`config.mk`:
```
export PLATFORM = sky130hd
export DESIGN_NAME = hourglass_timer_controller
export DESIGN_NICKNAME = d
export VERILOG_FILES = /design/src/rtl/core/hgt_pkg.sv /design/src/rtl/core/hourglass_timer_controller.sv /design/src/rtl/core/hgt_div.sv /design/src/rtl/core/hgt_ctrl.sv /design/src/rtl/core/hgt_dp.sv
export SDC_FILE = /design/constraint.sdc
export NUM_CORES = 2
export LEC_CHECK = 0
export BUFFER_PORTS_ARGS = -buffer_cell sky130_fd_sc_hd__buf_2
export CAP_MARGIN = 40
export CELL_PAD_IN_SITES_DETAIL_PLACEMENT = 1
export CELL_PAD_IN_SITES_GLOBAL_PLACEMENT = 2
export CORE_MARGIN = 2
export CORE_UTILIZATION = 45
export DETAILED_ROUTE_END_ITERATION = 8
export PLACE_DENSITY_LB_ADDON = 0.1
export RECOVER_POWER = 100
export SYNTH_ARGS = -nofsm -noshare
export SYNTH_HDL_FRONTEND = slang
export SYNTH_SLANG_ARGS = --single-unit
```
`constraint.sdc`:
```
create_clock -name i_clk -period 16.8 [get_ports i_clk]
set_clock_uncertainty 0.05 [all_clocks]
set_input_delay 0.84 -clock i_clk [delete_from_list [all_inputs] [get_ports i_clk]]
set_output_delay 0.84 -clock i_clk [all_outputs]
set_load 0.02 [all_outputs]
```
`src/rtl/core/hgt_pkg.sv`:
```
// Shared types and constants of the hourglass timer controller.
// Used by the controller, the datapath, the divider and the top level.
package hgt_pkg;

    // Operating modes
    localparam logic [1:0] MODE_SLEEP  = 2'd0;
    localparam logic [1:0] MODE_ADJUST = 2'd1;
    localparam logic [1:0] MODE_COUNT  = 2'd2;

    // Orientation codes
    localparam logic [1:0] OR_UP        = 2'd0;
    localparam logic [1:0] OR_DOWN      = 2'd1;
    localparam logic [1:0] OR_SIDE_UP   = 2'd2;
    localparam logic [1:0] OR_SIDE_DOWN = 2'd3;

    // Configuration register indexes
    localparam logic [2:0] CFG_TILT_THRESHOLD = 3'd0;
    localparam logic [2:0] CFG_ENC_STEP_TICKS = 3'd1;
    localparam logic [2:0] CFG_SLEEP_AFTER_MS = 3'd2;
    localparam logic [2:0] CFG_MIN_QUARTERS   = 3'd3;
    localparam logic [2:0] CFG_MAX_QUARTERS   = 3'd4;
    localparam logic [2:0] CFG_REFRESH_MS     = 3'd5;

    // Register reset values
    localparam logic [14:0] RST_TILT_THRESHOLD = 15'd3341;
    localparam logic [7:0]  RST_ENC_STEP_TICKS = 8'd4;
    localparam logic [31:0] RST_SLEEP_AFTER_MS = 32'd10000;
    localparam logic [5:0]  RST_MIN_QUARTERS   = 6'd1;
    localparam logic [5:0]  RST_MAX_QUARTERS   = 6'd20;
    localparam logic [15:0] RST_REFRESH_MS     = 16'd20;
    localparam logic [5:0]  RST_DURATION       = 6'd2;

    // Time constants
    localparam int          TOTAL_W        = 20;
    localparam logic [19:0] MS_PER_QUARTER = 20'd15000;
    localparam logic [19:0] MS_PER_BLINK   = 20'd1000;
    localparam logic [19:0] BLINK_HALF     = 20'd500;

    // ceil(2^38 / 1000): (now * BLINK_RECIP) >> 38 is now / 1000 for any 32-bit now
    localparam logic [28:0] BLINK_RECIP    = 29'd274877907;

    // Stream widths
    localparam int IN_W  = 96;
    localparam int OUT_W = 16;

    // Controller to datapath commands
    typedef struct packed {
        logic capture;
        logic eval;
        logic commit;
        logic div_start;
        logic load_out;
    } t_cmd;

    // Datapath to controller status
    typedef struct packed {
        logic need_div;
        logic div_busy;
        logic out_free;
    } t_stat;

endpackage

```
`src/rtl/core/hourglass_timer_controller.sv`:
```
// Hourglass timer controller top level: sequencer plus datapath.
// Uses hgt_pkg; instantiates hgt_ctrl and hgt_dp.
//
// Usage: each input transaction is one sample (time stamp, accelerometer x/y,
// encoder count); each one yields exactly one result transaction with mode,
// orientation flag, duration and countdown progress.
// Configuration: write i_cfg_data to register i_cfg_index with i_cfg_wr_en,
// only while no sample is in flight. Indexes: 0 tilt threshold, 1 encoder
// step ticks, 2 sleep time, 3 min quarters, 4 max quarters, 5 refresh period.
// Timing: one sample at a time. The result is offered from the output register
// after the evaluate, commit, divider check and done states, and the next sample
// can be taken once the sequencer is back in idle. A countdown progress update
// before time up adds the run of the two-bit-per-cycle progress divider; a
// time-up update adds nothing, as now mod 1000 comes from a reciprocal multiply
// in the evaluate and commit cycles.
// Stall: the result sits in an output register; the next sample is taken
// while it waits, and that sample finishes once the register is free.
// Reset: synchronous active low; registers return to their defaults, the timer
// starts in adjust mode with a duration of two quarter minutes.
module hourglass_timer_controller import hgt_pkg::*; #(
    parameter int SAND_ROWS = 7
) (
    input  logic             i_clk,
    input  logic             i_rst_n,
    input  logic             i_cfg_wr_en,
    input  logic [2:0]       i_cfg_index,
    input  logic [31:0]      i_cfg_data,
    input  logic             i_s_tvalid,
    output logic             o_s_tready,
    // [31:0] now_ms, [47:32] accel_x, [63:48] accel_y, [95:64] enc_count
    input  logic [IN_W-1:0]  i_s_tdata,
    output logic             o_m_tvalid,
    input  logic             i_m_tready,
    // [1:0] mode, [2] facing_up, [8:3] duration_quarters, [9] frame_refresh,
    // [10] time_up, [11] blink_on, [14:12] sand_lines, [15] zero
    output logic [OUT_W-1:0] o_m_tdata
);

    t_cmd  w_cmd;
    t_stat w_stat;

    hgt_ctrl u_ctrl (
        .i_clk      (i_clk),
        .i_rst_n    (i_rst_n),
        .i_s_tvalid (i_s_tvalid),
        .o_s_tready (o_s_tready),
        .i_stat     (w_stat),
        .o_cmd      (w_cmd)
    );

    hgt_dp #(
        .SAND_ROWS (SAND_ROWS)
    ) u_dp (
        .i_clk       (i_clk),
        .i_rst_n     (i_rst_n),
        .i_cfg_wr_en (i_cfg_wr_en),
        .i_cfg_index (i_cfg_index),
        .i_cfg_data  (i_cfg_data),
        .i_s_tdata   (i_s_tdata),
        .i_m_tready  (i_m_tready),
        .o_m_tvalid  (o_m_tvalid),
        .o_m_tdata   (o_m_tdata),
        .i_cmd       (w_cmd),
        .o_stat      (w_stat)
    );

    // Only one sample in flight: ready drops right after a transaction
    a_one_sample: assert property (@(posedge i_clk) disable iff (!i_rst_n)
        (i_s_tvalid && o_s_tready) |=> !o_s_tready)
        else $error("input taken while a sample is in flight");

    // A started divider run is busy on the next cycle
    a_div_runs: assert property (@(posedge i_clk) disable iff (!i_rst_n)
        w_cmd.div_start |=> w_stat.div_busy)
        else $error("divider did not start");

    // A loaded result is offered on the next cycle
    a_result_shown: assert property (@(posedge i_clk) disable iff (!i_rst_n)
        w_cmd.load_out |=> o_m_tvalid)
        else $error("loaded result not offered");

    // Never load over a result that is still waiting
    a_no_overwrite: assert property (@(posedge i_clk) disable iff (!i_rst_n)
        (o_m_tvalid && !i_m_tready) |-> !w_cmd.load_out)
        else $error("pending result overwritten");

endmodule

```
`src/rtl/core/hgt_div.sv`:
```
// Iterative restoring divider, two quotient bits per cycle.
// Uses hgt_pkg for widths; instantiated by the datapath.
module hgt_div import hgt_pkg::*; (
    input  logic                 i_clk,
    input  logic                 i_rst_n,
    input  logic                 i_start,
    input  logic [31:0]          i_num,    // dividend bits still to shift in, MSB first
    input  logic [TOTAL_W-1:0]   i_rem,    // initial partial remainder, below i_den
    input  logic [TOTAL_W-1:0]   i_den,
    input  logic [4:0]           i_steps,
    output logic                 o_busy,
    output logic [31:0]          o_quo     // quotient bits collect at the LSB end
);

    logic [4:0]         r_cnt;
    logic [31:0]        r_sh;
    logic [TOTAL_W-1:0] r_rem;
    logic [TOTAL_W-1:0] r_den;
    logic [31:0]        n_sh;
    logic [TOTAL_W-1:0] n_rem;

    // Two shift-compare-subtract steps
    always_comb begin
        logic [TOTAL_W:0] w_try;
        logic             w_ge;
        n_sh  = r_sh;
        n_rem = r_rem;
        for (int k = 0; k < 2; k++) begin
            w_try = {n_rem, n_sh[31]};
            w_ge  = (w_try >= {1'b0, r_den});
            n_rem = w_ge ? TOTAL_W'(w_try - {1'b0, r_den}) : TOTAL_W'(w_try);
            n_sh  = {n_sh[30:0], w_ge};
        end
    end

    // Step counter
    always_ff @(posedge i_clk) begin
        if (!i_rst_n) begin
            r_cnt <= '0;
        end else if (i_start) begin
            r_cnt <= i_steps;
        end else if (r_cnt != '0) begin
            r_cnt <= r_cnt - 5'd1;
        end
    end

    // Operand registers
    always_ff @(posedge i_clk) begin
        if (i_start) begin
            r_sh  <= i_num;
            r_rem <= i_rem;
            r_den <= i_den;
        end else if (r_cnt != '0) begin
            r_sh  <= n_sh;
            r_rem <= n_rem;
        end
    end

    assign o_busy = (r_cnt != '0);
    assign o_quo  = r_sh;

endmodule

```
`src/rtl/core/hgt_ctrl.sv`:
```
// Sequencing state machine of the hourglass timer controller.
// Uses hgt_pkg command and status types; drives the datapath.
module hgt_ctrl import hgt_pkg::*; (
    input  logic  i_clk,
    input  logic  i_rst_n,
    input  logic  i_s_tvalid,
    output logic  o_s_tready,
    input  t_stat i_stat,
    output t_cmd  o_cmd
);

    localparam logic [2:0] ST_IDLE   = 3'd0;
    localparam logic [2:0] ST_EVAL   = 3'd1;
    localparam logic [2:0] ST_COMMIT = 3'd2;
    localparam logic [2:0] ST_DIVGO  = 3'd3;
    localparam logic [2:0] ST_DIV    = 3'd4;
    localparam logic [2:0] ST_DONE   = 3'd5;

    logic [2:0] r_state;
    logic [2:0] n_state;

    // Next state and commands
    always_comb begin
        n_state = r_state;
        o_cmd   = '0;
        case (r_state)
            ST_IDLE: begin
                o_cmd.capture = i_s_tvalid;
                if (i_s_tvalid) n_state = ST_EVAL;
            end
            ST_EVAL: begin
                o_cmd.eval = 1'b1;
                n_state    = ST_COMMIT;
            end
            ST_COMMIT: begin
                o_cmd.commit = 1'b1;
                n_state      = ST_DIVGO;
            end
            ST_DIVGO: begin
                if (i_stat.need_div) begin
                    o_cmd.div_start = 1'b1;
                    n_state         = ST_DIV;
                end else begin
                    n_state = ST_DONE;
                end
            end
            ST_DIV: begin
                if (!i_stat.div_busy) n_state = ST_DONE;
            end
            ST_DONE: begin
                o_cmd.load_out = i_stat.out_free;
                if (i_stat.out_free) n_state = ST_IDLE;
            end
            default: begin
                n_state = ST_IDLE;
            end
        endcase
    end

    // State register
    always_ff @(posedge i_clk) begin
        if (!i_rst_n) begin
            r_state <= ST_IDLE;
        end else begin
            r_state <= n_state;
        end
    end

    assign o_s_tready = (r_state == ST_IDLE);

endmodule

```
`src/rtl/core/hgt_dp.sv`:
```
// Datapath of the hourglass timer controller: registers, timer state,
// evaluation and commit logic, progress divider and output register.
// Uses hgt_pkg and instantiates hgt_div.
module hgt_dp import hgt_pkg::*; #(
    parameter int SAND_ROWS = 7
) (
    input  logic             i_clk,
    input  logic             i_rst_n,
    input  logic             i_cfg_wr_en,
    input  logic [2:0]       i_cfg_index,
    input  logic [31:0]      i_cfg_data,
    input  logic [IN_W-1:0]  i_s_tdata,
    input  logic             i_m_tready,
    output logic             o_m_tvalid,
    output logic [OUT_W-1:0] o_m_tdata,
    input  t_cmd             i_cmd,
    output t_stat            o_stat
);

    localparam int          QUO_W      = $clog2(SAND_ROWS + 1);
    localparam int          QUO_W2     = QUO_W + (QUO_W % 2);
    localparam logic [4:0]  SAND_STEPS = 5'(QUO_W2 / 2);
    localparam logic [3:0]  SAND_K     = 4'(SAND_ROWS);
    localparam logic [2:0]  SAND_FULL  = 3'(SAND_ROWS);

    // Configuration registers
    logic [14:0] r_tilt;
    logic [7:0]  r_step;
    logic [31:0] r_sleep;
    logic [5:0]  r_minq;
    logic [5:0]  r_maxq;
    logic [15:0] r_refr;

    // Captured sample
    logic [31:0]        r_now;
    logic signed [15:0] r_ax;
    logic signed [15:0] r_ay;
    logic signed [31:0] r_enc;

    // Timer state; the previous orientation always equals r_orient between items
    logic [1:0]         r_mode;
    logic [1:0]         r_orient;
    logic               r_primed;
    logic [31:0]        r_act_mark;
    logic [5:0]         r_dur;
    logic [31:0]        r_cnt_start;
    logic [31:0]        r_ref_mark;
    logic signed [31:0] r_enc_ref;

    // Evaluation stage
    logic [1:0]          r_orient_nx;
    logic signed [32:0]  r_diff;
    logic                r_due;
    logic                r_idle;
    logic [31:0]         r_elapsed;
    logic [TOTAL_W-1:0]  r_total;

    // Commit results
    logic               r_res_refresh;
    logic               r_res_up;
    logic [TOTAL_W-1:0] r_res_elap;

    // Now mod 1000 for the blink: reciprocal multiply, then multiply back and subtract
    logic [60:0]        w_blink_prod;
    logic [31:0]        w_blink_back;
    logic [31:0]        w_now_mod;
    logic [22:0]        r_blink_q;
    logic [9:0]         r_now_mod;

    // Output register
    logic             r_out_valid;
    logic [OUT_W-1:0] r_out_data;

    // Commit next values
    logic [1:0]         n_mode;
    logic [31:0]        n_act_mark;
    logic [5:0]         n_dur;
    logic [31:0]        n_cnt_start;
    logic [31:0]        n_ref_mark;
    logic signed [31:0] n_enc_ref;
    logic               n_refresh;
    logic               n_up;
    logic [31:0]        n_elap;

    // Classification
    logic [1:0]         w_orient_cls;
    logic signed [16:0] w_thr;
    logic signed [16:0] w_ax;
    logic signed [16:0] w_ay;

    // Divider hookup
    logic [23:0]        w_sand_num;
    logic [31:0]        w_div_num;
    logic [TOTAL_W-1:0] w_div_rem_in;
    logic [TOTAL_W-1:0] w_div_den;
    logic [4:0]         w_div_steps;
    logic               w_div_busy;
    logic [31:0]        w_div_quo;

    logic               w_out_free;
    logic               w_blink;
    logic [2:0]         w_lines;
    logic               w_face;

    // Write configuration registers
    always_ff @(posedge i_clk) begin
        if (!i_rst_n) begin
            r_tilt  <= RST_TILT_THRESHOLD;
            r_step  <= RST_ENC_STEP_TICKS;
            r_sleep <= RST_SLEEP_AFTER_MS;
            r_minq  <= RST_MIN_QUARTERS;
            r_maxq  <= RST_MAX_QUARTERS;
            r_refr  <= RST_REFRESH_MS;
        end else if (i_cfg_wr_en) begin
            case (i_cfg_index)
                CFG_TILT_THRESHOLD: r_tilt  <= i_cfg_data[14:0];
                CFG_ENC_STEP_TICKS: r_step  <= i_cfg_data[7:0];
                CFG_SLEEP_AFTER_MS: r_sleep <= i_cfg_data;
                CFG_MIN_QUARTERS:   r_minq  <= i_cfg_data[5:0];
                CFG_MAX_QUARTERS:   r_maxq  <= i_cfg_data[5:0];
                CFG_REFRESH_MS:     r_refr  <= i_cfg_data[15:0];
                default: ;
            endcase
        end
    end

    // Capture the sample
    always_ff @(posedge i_clk) begin
        if (i_cmd.capture) begin
            r_now <= i_s_tdata[31:0];
            r_ax  <= i_s_tdata[47:32];
            r_ay  <= i_s_tdata[63:48];
            r_enc <= i_s_tdata[95:64];
        end
    end

    // Classify orientation, hold it inside the dead band
    always_comb begin
        w_thr = $signed({2'b00, r_tilt});
        w_ax  = {r_ax[15], r_ax};
        w_ay  = {r_ay[15], r_ay};
        if (w_ay > w_thr)       w_orient_cls = OR_UP;
        else if (w_ay < -w_thr) w_orient_cls = OR_DOWN;
        else if (w_ax > w_thr)  w_orient_cls = OR_SIDE_DOWN;
        else if (w_ax < -w_thr) w_orient_cls = OR_SIDE_UP;
        else                    w_orient_cls = r_orient;
    end

    // Quotient of now by 1000 in the evaluation cycle, remainder in the commit cycle
    assign w_blink_prod = {29'd0, r_now} * {32'd0, BLINK_RECIP};
    assign w_blink_back = {9'd0, r_blink_q} * {12'd0, MS_PER_BLINK};
    assign w_now_mod    = r_now - w_blink_back;

    // Evaluation stage: wide adds, compares and multiplies, one register per term
    always_ff @(posedge i_clk) begin
        if (i_cmd.eval) begin
            r_orient_nx <= w_orient_cls;
            r_diff      <= {r_enc[31], r_enc} - {r_enc_ref[31], r_enc_ref};
            r_due       <= r_now > (r_ref_mark + {16'd0, r_refr});
            r_idle      <= (r_now - r_act_mark) > r_sleep;
            r_elapsed   <= r_now - r_cnt_start;
            r_total     <= TOTAL_W'({14'd0, r_dur} * MS_PER_QUARTER);
            r_blink_q   <= w_blink_prod[60:38];
        end
    end

    // Mode logic of one sample
    always_comb begin
        logic               w_flip;
        logic               w_moved;
        logic               w_dir_up;
        logic               w_vert;
        logic               w_idle;
        logic               w_mark;
        logic signed [32:0] w_step;
        logic [6:0]         w_sum;
        logic [6:0]         w_lo;
        logic [6:0]         w_hi;

        w_flip   = r_primed && (r_orient_nx != r_orient);
        w_step   = (r_step == 8'd0) ? 33'sd1 : $signed({25'd0, r_step});
        w_moved  = (r_diff >= w_step) || (r_diff <= -w_step);
        w_dir_up = !r_diff[32] && (r_diff != 33'sd0);
        w_vert   = (r_orient_nx == OR_UP) || (r_orient_nx == OR_DOWN);
        w_idle   = r_idle && r_primed && !w_flip && !w_moved;
        w_mark   = !r_primed || w_flip;
        w_lo     = (r_minq == 6'd0) ? 7'd1 : {1'b0, r_minq};
        w_hi     = (r_maxq == 6'd0) ? 7'd1 : {1'b0, r_maxq};
        w_sum    = w_dir_up ? ({1'b0, r_dur} + 7'd1) : ({1'b0, r_dur} - 7'd1);
        if (w_sum < w_lo) w_sum = w_lo;
        if (w_sum > w_hi) w_sum = w_hi;

        n_mode      = r_mode;
        n_dur       = r_dur;
        n_cnt_start = r_cnt_start;
        n_ref_mark  = r_ref_mark;
        n_enc_ref   = r_enc_ref;
        n_refresh   = 1'b0;
        n_elap      = w_flip ? 32'd0 : r_elapsed;
        n_up        = n_elap >= {12'd0, r_total};

        case (r_mode)
            MODE_SLEEP: begin
                if (!w_idle || w_moved) begin
                    w_mark = 1'b1;
                    n_mode = MODE_ADJUST;
                end
            end
            MODE_ADJUST: begin
                if (w_moved) begin
                    w_mark    = 1'b1;
                    n_enc_ref = r_enc;
                    n_dur     = w_sum[5:0];
                end
                if (w_flip) begin
                    if (w_vert) begin
                        n_cnt_start = r_now;
                        n_mode      = MODE_COUNT;
                    end
                end else if (w_idle) begin
                    n_mode = MODE_SLEEP;
                end
            end
            MODE_COUNT: begin
                if (w_moved) begin
                    w_mark = 1'b1;
                    n_mode = MODE_ADJUST;
                end
                if (w_flip) begin
                    if (!w_vert) n_mode = MODE_ADJUST;
                    n_cnt_start = r_now;
                end
                if (r_due) begin
                    n_ref_mark = r_now;
                    n_refresh  = 1'b1;
                    if (n_up) begin
                        if (w_idle) n_mode = MODE_SLEEP;
                    end else begin
                        w_mark = 1'b1;
                    end
                end
            end
            default: ;
        endcase

        n_act_mark = w_mark ? r_now : r_act_mark;
    end

    // Commit timer state
    always_ff @(posedge i_clk) begin
        if (!i_rst_n) begin
            r_mode      <= MODE_ADJUST;
            r_orient    <= OR_UP;
            r_primed    <= 1'b0;
            r_act_mark  <= '0;
            r_dur       <= RST_DURATION;
            r_cnt_start <= '0;
            r_ref_mark  <= '0;
            r_enc_ref   <= '0;
        end else if (i_cmd.commit) begin
            r_mode      <= n_mode;
            r_orient    <= r_orient_nx;
            r_primed    <= 1'b1;
            r_act_mark  <= n_act_mark;
            r_dur       <= n_dur;
            r_cnt_start <= n_cnt_start;
            r_ref_mark  <= n_ref_mark;
            r_enc_ref   <= n_enc_ref;
        end
    end

    // Hold the per-sample results for the divider and output stage
    always_ff @(posedge i_clk) begin
        if (!i_rst_n) begin
            r_res_refresh <= 1'b0;
        end else if (i_cmd.commit) begin
            r_res_refresh <= n_refresh;
        end
    end

    always_ff @(posedge i_clk) begin
        if (i_cmd.commit) begin
            r_res_up   <= n_up;
            r_res_elap <= n_elap[TOTAL_W-1:0];
            r_now_mod  <= w_now_mod[9:0];
        end
    end

    // Divider operands: SAND_ROWS*elapsed/total, low dividend bits shifted in last
    always_comb begin
        w_sand_num   = {20'd0, SAND_K} * {4'd0, r_res_elap};
        w_div_num    = {8'd0, w_sand_num} << (32 - QUO_W2);
        w_div_rem_in = TOTAL_W'(w_sand_num >> QUO_W2);
        w_div_den    = r_total;
        w_div_steps  = SAND_STEPS;
    end

    hgt_div u_div (
        .i_clk   (i_clk),
        .i_rst_n (i_rst_n),
        .i_start (i_cmd.div_start),
        .i_num   (w_div_num),
        .i_rem   (w_div_rem_in),
        .i_den   (w_div_den),
        .i_steps (w_div_steps),
        .o_busy  (w_div_busy),
        .o_quo   (w_div_quo)
    );

    // Assemble the result
    assign w_face  = (r_orient == OR_UP) || (r_orient == OR_SIDE_UP);
    assign w_blink = r_res_refresh && r_res_up && ({10'd0, r_now_mod} > BLINK_HALF);
    assign w_lines = !r_res_refresh ? 3'd0 :
                     r_res_up       ? SAND_FULL : 3'(w_div_quo[QUO_W2-1:0]);

    // Output register
    assign w_out_free = !r_out_valid || i_m_tready;

    always_ff @(posedge i_clk) begin
        if (!i_rst_n) begin
            r_out_valid <= 1'b0;
        end else if (i_cmd.load_out) begin
            r_out_valid <= 1'b1;
        end else if (i_m_tready) begin
            r_out_valid <= 1'b0;
        end
    end

    always_ff @(posedge i_clk) begin
        if (i_cmd.load_out) begin
            r_out_data <= {1'b0, w_lines, w_blink, r_res_up && r_res_refresh,
                           r_res_refresh, r_dur, w_face, r_mode};
        end
    end

    assign o_m_tvalid      = r_out_valid;
    assign o_m_tdata       = r_out_data;
    assign o_stat.need_div = r_res_refresh && !r_res_up;
    assign o_stat.div_busy = w_div_busy;
    assign o_stat.out_free = w_out_free;

endmodule
```
# [Word level (Yosys, flattened, before mapping)]
# Index checks and enable logic that the tools add are counted.
[word_totals] word_cells=199 register_bits=552 in_bits=136
[classes] eq_ne=24 n_addsub=12 multipliers=4 n_lt_le_gt_ge=14 n_bitwise=1 muxes=54 reduce_logical=49
[ops] cell="32-bit two-way mux" count=6
[ops] cell="32-bit greater-than comparator" count=2
[ops] cell="32-bit case mux with 2 select lines" count=1
[ops] cell="32-bit subtractor" count=2
[ops] cell="32-bit by 29-bit multiplier with 61-bit output, second input constant" count=1
[ops] cell="21-bit by 20-bit >= comparator with 1-bit output" count=2
[ops] cell="20-bit two-way mux" count=2
[ops] cell="20-bit subtractor" count=2
[ops] cell="19-bit two-way mux" count=2
[ops] cell="16-bit by 17-bit less-than comparator with 1-bit output" count=2
[ops] cell="33-bit >= comparator" count=1
[ops] cell="33-bit <= comparator" count=1
[ops] cell="33-bit negation" count=1
[ops] cell="33-bit nonzero test" count=1
[ops] cell="32-bit by 32-bit subtractor with 33-bit output" count=1
[ops] cell="32-bit by 16-bit adder with 32-bit output" count=1
[ops] cell="32-bit by 20-bit >= comparator with 1-bit output" count=1
[ops] cell="16-bit greater-than comparator" count=2
[ops] cell="2-bit two-way mux" count=14
[ops] cell="23-bit by 7-bit multiplier with 7-bit output, second input constant" count=1
[ops] cell="3-bit by 20-bit multiplier with 23-bit output, first input constant" count=1
[ops] cell="6-bit two-way mux" count=3
[ops] cell="3-bit case mux with 6 select lines" count=1
[ops] cell="6-bit by 11-bit multiplier with 17-bit output, second input constant" count=1
[ops] cell="39 further kinds" count=106

# [Logic depth before layout (Yosys ltp)]
[logic_depth] word_depth=12 ltp_mapped=26

# [Hierarchy]
# From an unflattened synthesis, not the netlist that was laid out.
[unflattened] hier_cells=4873 hier_area_um2=47459.3
[by_module_without_submodules] mod="hgt_dp" n_inst=1 cells_per_inst=4277 seq_area_each_um2=11541.1 area_per_inst_um2=41451.0
[by_module_without_submodules] mod="hgt_div" n_inst=1 cells_per_inst=570 seq_area_each_um2=2262.2 area_per_inst_um2=5781.8
[by_module_without_submodules] mod="hgt_ctrl" n_inst=1 cells_per_inst=26 seq_area_each_um2=60.1 area_per_inst_um2=226.5

# [Least setup slack after synthesis]
# Ideal clock, no wire load.
[synth_path] path_kind="input -> register" start="input i_s_tvalid" end="register u_dp.r_ax[0], enable pin" stages=1 slack_ns=5.420 t_required_ns=15.930 t_arrival_ns=10.510 path_cell_list="nor4b_1"
[synth_via] elab_chain_len=1
[synth_rtl] item="start, declared" line_no="hourglass_timer_controller.sv:28" source="input logic i_s_tvalid,"
[synth_rtl] item="1-bit two-way mux" line_no="hgt_ctrl.sv:26" source="case (r_state)"
[synth_rtl] item="end signal, assigned" line_no="hgt_dp.sv:131" source="r_ax <= i_s_tdata[47:32];"
[synth_rtl] item="end, declared" line_no="hgt_dp.sv:36" source="logic signed [15:0] r_ax;"
# Every way passes these cells.
# A chain may end at the register's enable or synchronous reset.

# [Worst setup path in the final report]
[layout_path] start="register u_dp.r_now[1]" end="register u_dp.r_blink_q[5] (data pin)"
[layout_via] elab_chain_len=1
[layout_rtl] item="start, declared" line_no="hgt_dp.sv:35" source="logic [31:0] r_now;"
[layout_rtl] item="start signal, assigned" line_no="hgt_dp.sv:130" source="r_now <= i_s_tdata[31:0];"
[layout_rtl] item="32-bit by 29-bit multiplier with 61-bit output" line_no="hgt_dp.sv:150" source="assign w_blink_prod = {29'd0, r_now} * {32'd0, BLINK_RECIP};"
[layout_rtl] item="via u_dp.w_blink_prod[43]" line_no="hgt_dp.sv:64" source="logic [60:0] w_blink_prod;"
[layout_rtl] item="end signal, assigned" line_no="hgt_dp.sv:163" source="r_blink_q <= w_blink_prod[60:38];"
[layout_rtl] item="end, declared" line_no="hgt_dp.sv:67" source="logic [22:0] r_blink_q;"
# The timed path passes the listed nets, and every way through them passes these cells.

==> impl_metrics.yaml <==
clocking:
  cts_resized: 0
  post_cts_buffers: 0
  root_buffer: "clkbuf_16"
  cts_tree: "built"
  h-tree-depth: 3
  hold_buffers: 0
  insertion_delay_ns: 0.64
  cts_buffer_depth: 3
  clkSinkCount: 536
  path_clk_slew_ns: 0.06
  cts_buffers: 69
critical_path:
  crit_fanout: 17
  cp-start-kind: "register"
  r2r_slack_ns: 8.90
  worstSetupPathType: "register to register"
  worstPathRequired_ns: 17.15
  crit_start: "u_dp.r_now[1]$_DFFE_PP_"
  r2r_start: "u_dp.r_now[1]$_DFFE_PP_"
  rr_endpoint: "u_dp.r_blink_q[5]$_DFFE_PP_"
  endpoint_kind: "register"
  cp_data_arrival_time_ns: 8.24
  ff2ff_path_depth: 23
logic_synthesis:
  synth_area_leaders: "ha_1 20%, edfxtp_1 18%, fa_1 14%"
  ys.flop_type: "edfxtp_1"
  yosys_warnings: 0
  syn_avg_cell_area_um2: 9.590
  ys_ff_latch: 536
  synth_area_um2: 46360
  synth_commonest_cells: "801 x inv_1, 729 x ha_1, 522 x nand2_1"
  yosysTopAreaCell: "ha_1"
  synth_cell_types: 80
  synth_edf_count: 275
  yosysTopAreaCellShare: 0.1968
  ys_seq_area_frac: 0.2908
  synthArstFlopShare: 0
  yosysMostFrequentCell: "inv_1"
  synthCells: 4834
grt:
  grt_start_max_net_pins: 105
  overflow: 0
  grt_pass1_wl_um: 205600
  antenna_found_initial: 2
  gr-usage-all-layers: 0.2455
  grt_pass1_vias: 36579
timing:
  clock.fmax_ghz: 0.1266
  min_period_ns: 7.899
  tightestPinTransition_ns: 3.867
  maxSlewViolCount: 646
  period_share: 0.4702
  setup_viol: 0
  max_slew_margin: -1.592
  rsz0062_at_grt: "no"
  timing.hold.ws_ns: 0.3233
  fin_tns_setup_ns: 0
  hold_viol: 0
place:
  hpwl_um: 100200
  dp_cells: 6312
  io_buffer_count: 152
  gp_congestion: 0.8409
finish:
  stdcell_count: 6439
  nNetsFinal: 6201
  area_growth_pct: 10.27
  layout-drive-gt1-share: 0.06389
  antenna_cells: 0
flow_run:
  cap_violations: 13
route:
  antenna_left: 0
  postRouteWirelength_um: 128200
  dr_total_vias: 34232
  wl_per_cell_um: 19.92
  viasPerCell: 5.316
  drt_iter0_drc: 1426
  first_pass_iters: 5
  drc: 0
min_path:
  hp-class: "input port to register"
  min_delay_path_depth: 1
  min_to: "u_dp.r_ax[0]$_DFFE_PP_"
  min-delay-start: "i_s_tdata[32]"
die:
  core_um2: 102000
  die_w_um: 325.0
  chipHeight_um: 325.0
  row_count: 117
  die_area_um2: 105600
  ios: 154
  initial_core_util: 0.4544
run_status:
  violations: "capacitance limit, slew limit"
  status: "finished, violations left"
-- flip-flops by register name, indices dropped and copies added, names as in the netlist, 8 cells and up --
name              flops
u_dp.r_cnt_start     32
u_dp.r_ref_mark      32
u_dp.r_ax            16
u_dp.r_elapsed       32
u_dp.r_tilt          15
u_dp.u_div.o_quo     32
u_dp.r_enc_ref       32
u_dp.r_diff          33
u_dp.u_div.r_den     17
u_dp.r_res_elap      20
u_dp.r_ay            16
u_dp.o_m_tdata       15
u_dp.u_div.r_rem     20
u_dp.r_now           32
u_dp.r_sleep         32
u_dp.r_act_mark      32
u_dp.r_step           8
u_dp.r_now_mod       10
u_dp.r_total         17
u_dp.r_refr          16
u_dp.r_enc           32
-- cell type report --
class                           count  area (um^2)
Clock buffer                       97         2027
Clock inverter                     30        394.1
Fill cell                       11654        50920
Inverter                          801         3008
Multi-Input combinational cell   3401        29430
Sequential cell                   536        13480
Tap cell                         1368         1712
Timing Repair Buffer              206         1069
-- logic make-up (layout without fill, tap and decap cells) --
family / count (synthesis) / after routing / share of synthesized area
buf+inv: 906 / 1134 / 0.07552
fa+ha+maj: 1050 / 1050 / 0.3354
other cells: 1 / 10 / 0.00008089
compound gates: 890 / 890 / 0.1214
mux: 107 / 107 / 0.02362
xor+xnor: 222 / 222 / 0.04194
flops: 536 / 536 / 0.2908
simple gates: 1122 / 1122 / 0.1112
-- placed cells by master, fill, tap and decap left out, types with 88 or more instances in the layout --
| master | n |
|---|---|
| xnor2_1 | 161 |
| fa_1 | 321 |
| mux2i_1 | 88 |
| dfxtp_1 | 261 |
| o21ai_0 | 125 |
| a21oi_1 | 363 |
| edfxtp_1 | 275 |
| nor2_1 | 178 |
| nand2_1 | 522 |
| buf_2 | 124 |
| ha_1 | 729 |
| a21o_1 | 108 |
| inv_1 | 800 |
-- worst max path at each step --
stage / slack (ns) / depth (start not counted) / end
3_3_place_gp: 9.40 / 22 / u_dp.r_blink_q[5]$_DFFE_PP_
5_1_grt: 8.19 / 5 / u_dp.r_dur[2]$_SDFFE_PN0P_
4_1_cts: 9.26 / 22 / u_dp.r_blink_q[5]$_DFFE_PP_
3_5_place_dp: 9.29 / 22 / u_dp.r_blink_q[5]$_DFFE_PP_
2_1_floorplan: 5.42 / 1 / u_dp.r_ax[0]$_DFFE_PP_
6_report: 8.90 / 23 / u_dp.r_blink_q[5]$_DFFE_PP_
-- critical path, stage by stage (launching register included) --
cell and delay, ns:
edfxtp_1 0.32, clkbuf_1 1.10, ha_1 0.44, fa_1 0.46, fa_1 0.54, inv_1 0.05
fa_1 0.38, inv_1 0.08, fa_1 0.41, ha_1 0.33, fa_1 0.54, inv_1 0.06
fa_1 0.50, inv_1 0.04, ha_1 0.30, a21o_1 0.18, a21oi_1 0.19, nand4_1 0.12
a21oi_1 0.20, o21ai_0 0.20, a221o_1 0.47, o41a_1 0.41, a21oi_1 0.20, xnor2_1 0.07
-- routing by layer --
metal / wire length (um) / track usage / part of all wire
met2: 60640 / 0.4138 / 0.47
met4: 2582 / 0.05093 / 0.020
met3: 4131 / 0.03311 / 0.032
met5: 11 / 0 / 0.000086
met1: 60870 / 0.3367 / 0.47
-- per-stage QoR --
stage / instance area, um^2 / util / setup slack [ns]
after floorplan: 46390 / - / 5.420
after global placement: 48760 / 0.4779 / 9.395
after detailed placement: 48870 / 0.4790 / 9.286
after CTS: 51300 / 0.5027 / 9.258
after global routing: 51120 / 0.5010 / 8.187
final: 51120 / 0.5010 / 8.901
Power is not shown: default switching activity piles up to over one toggle a cycle in this logic, so the estimate is an artifact.
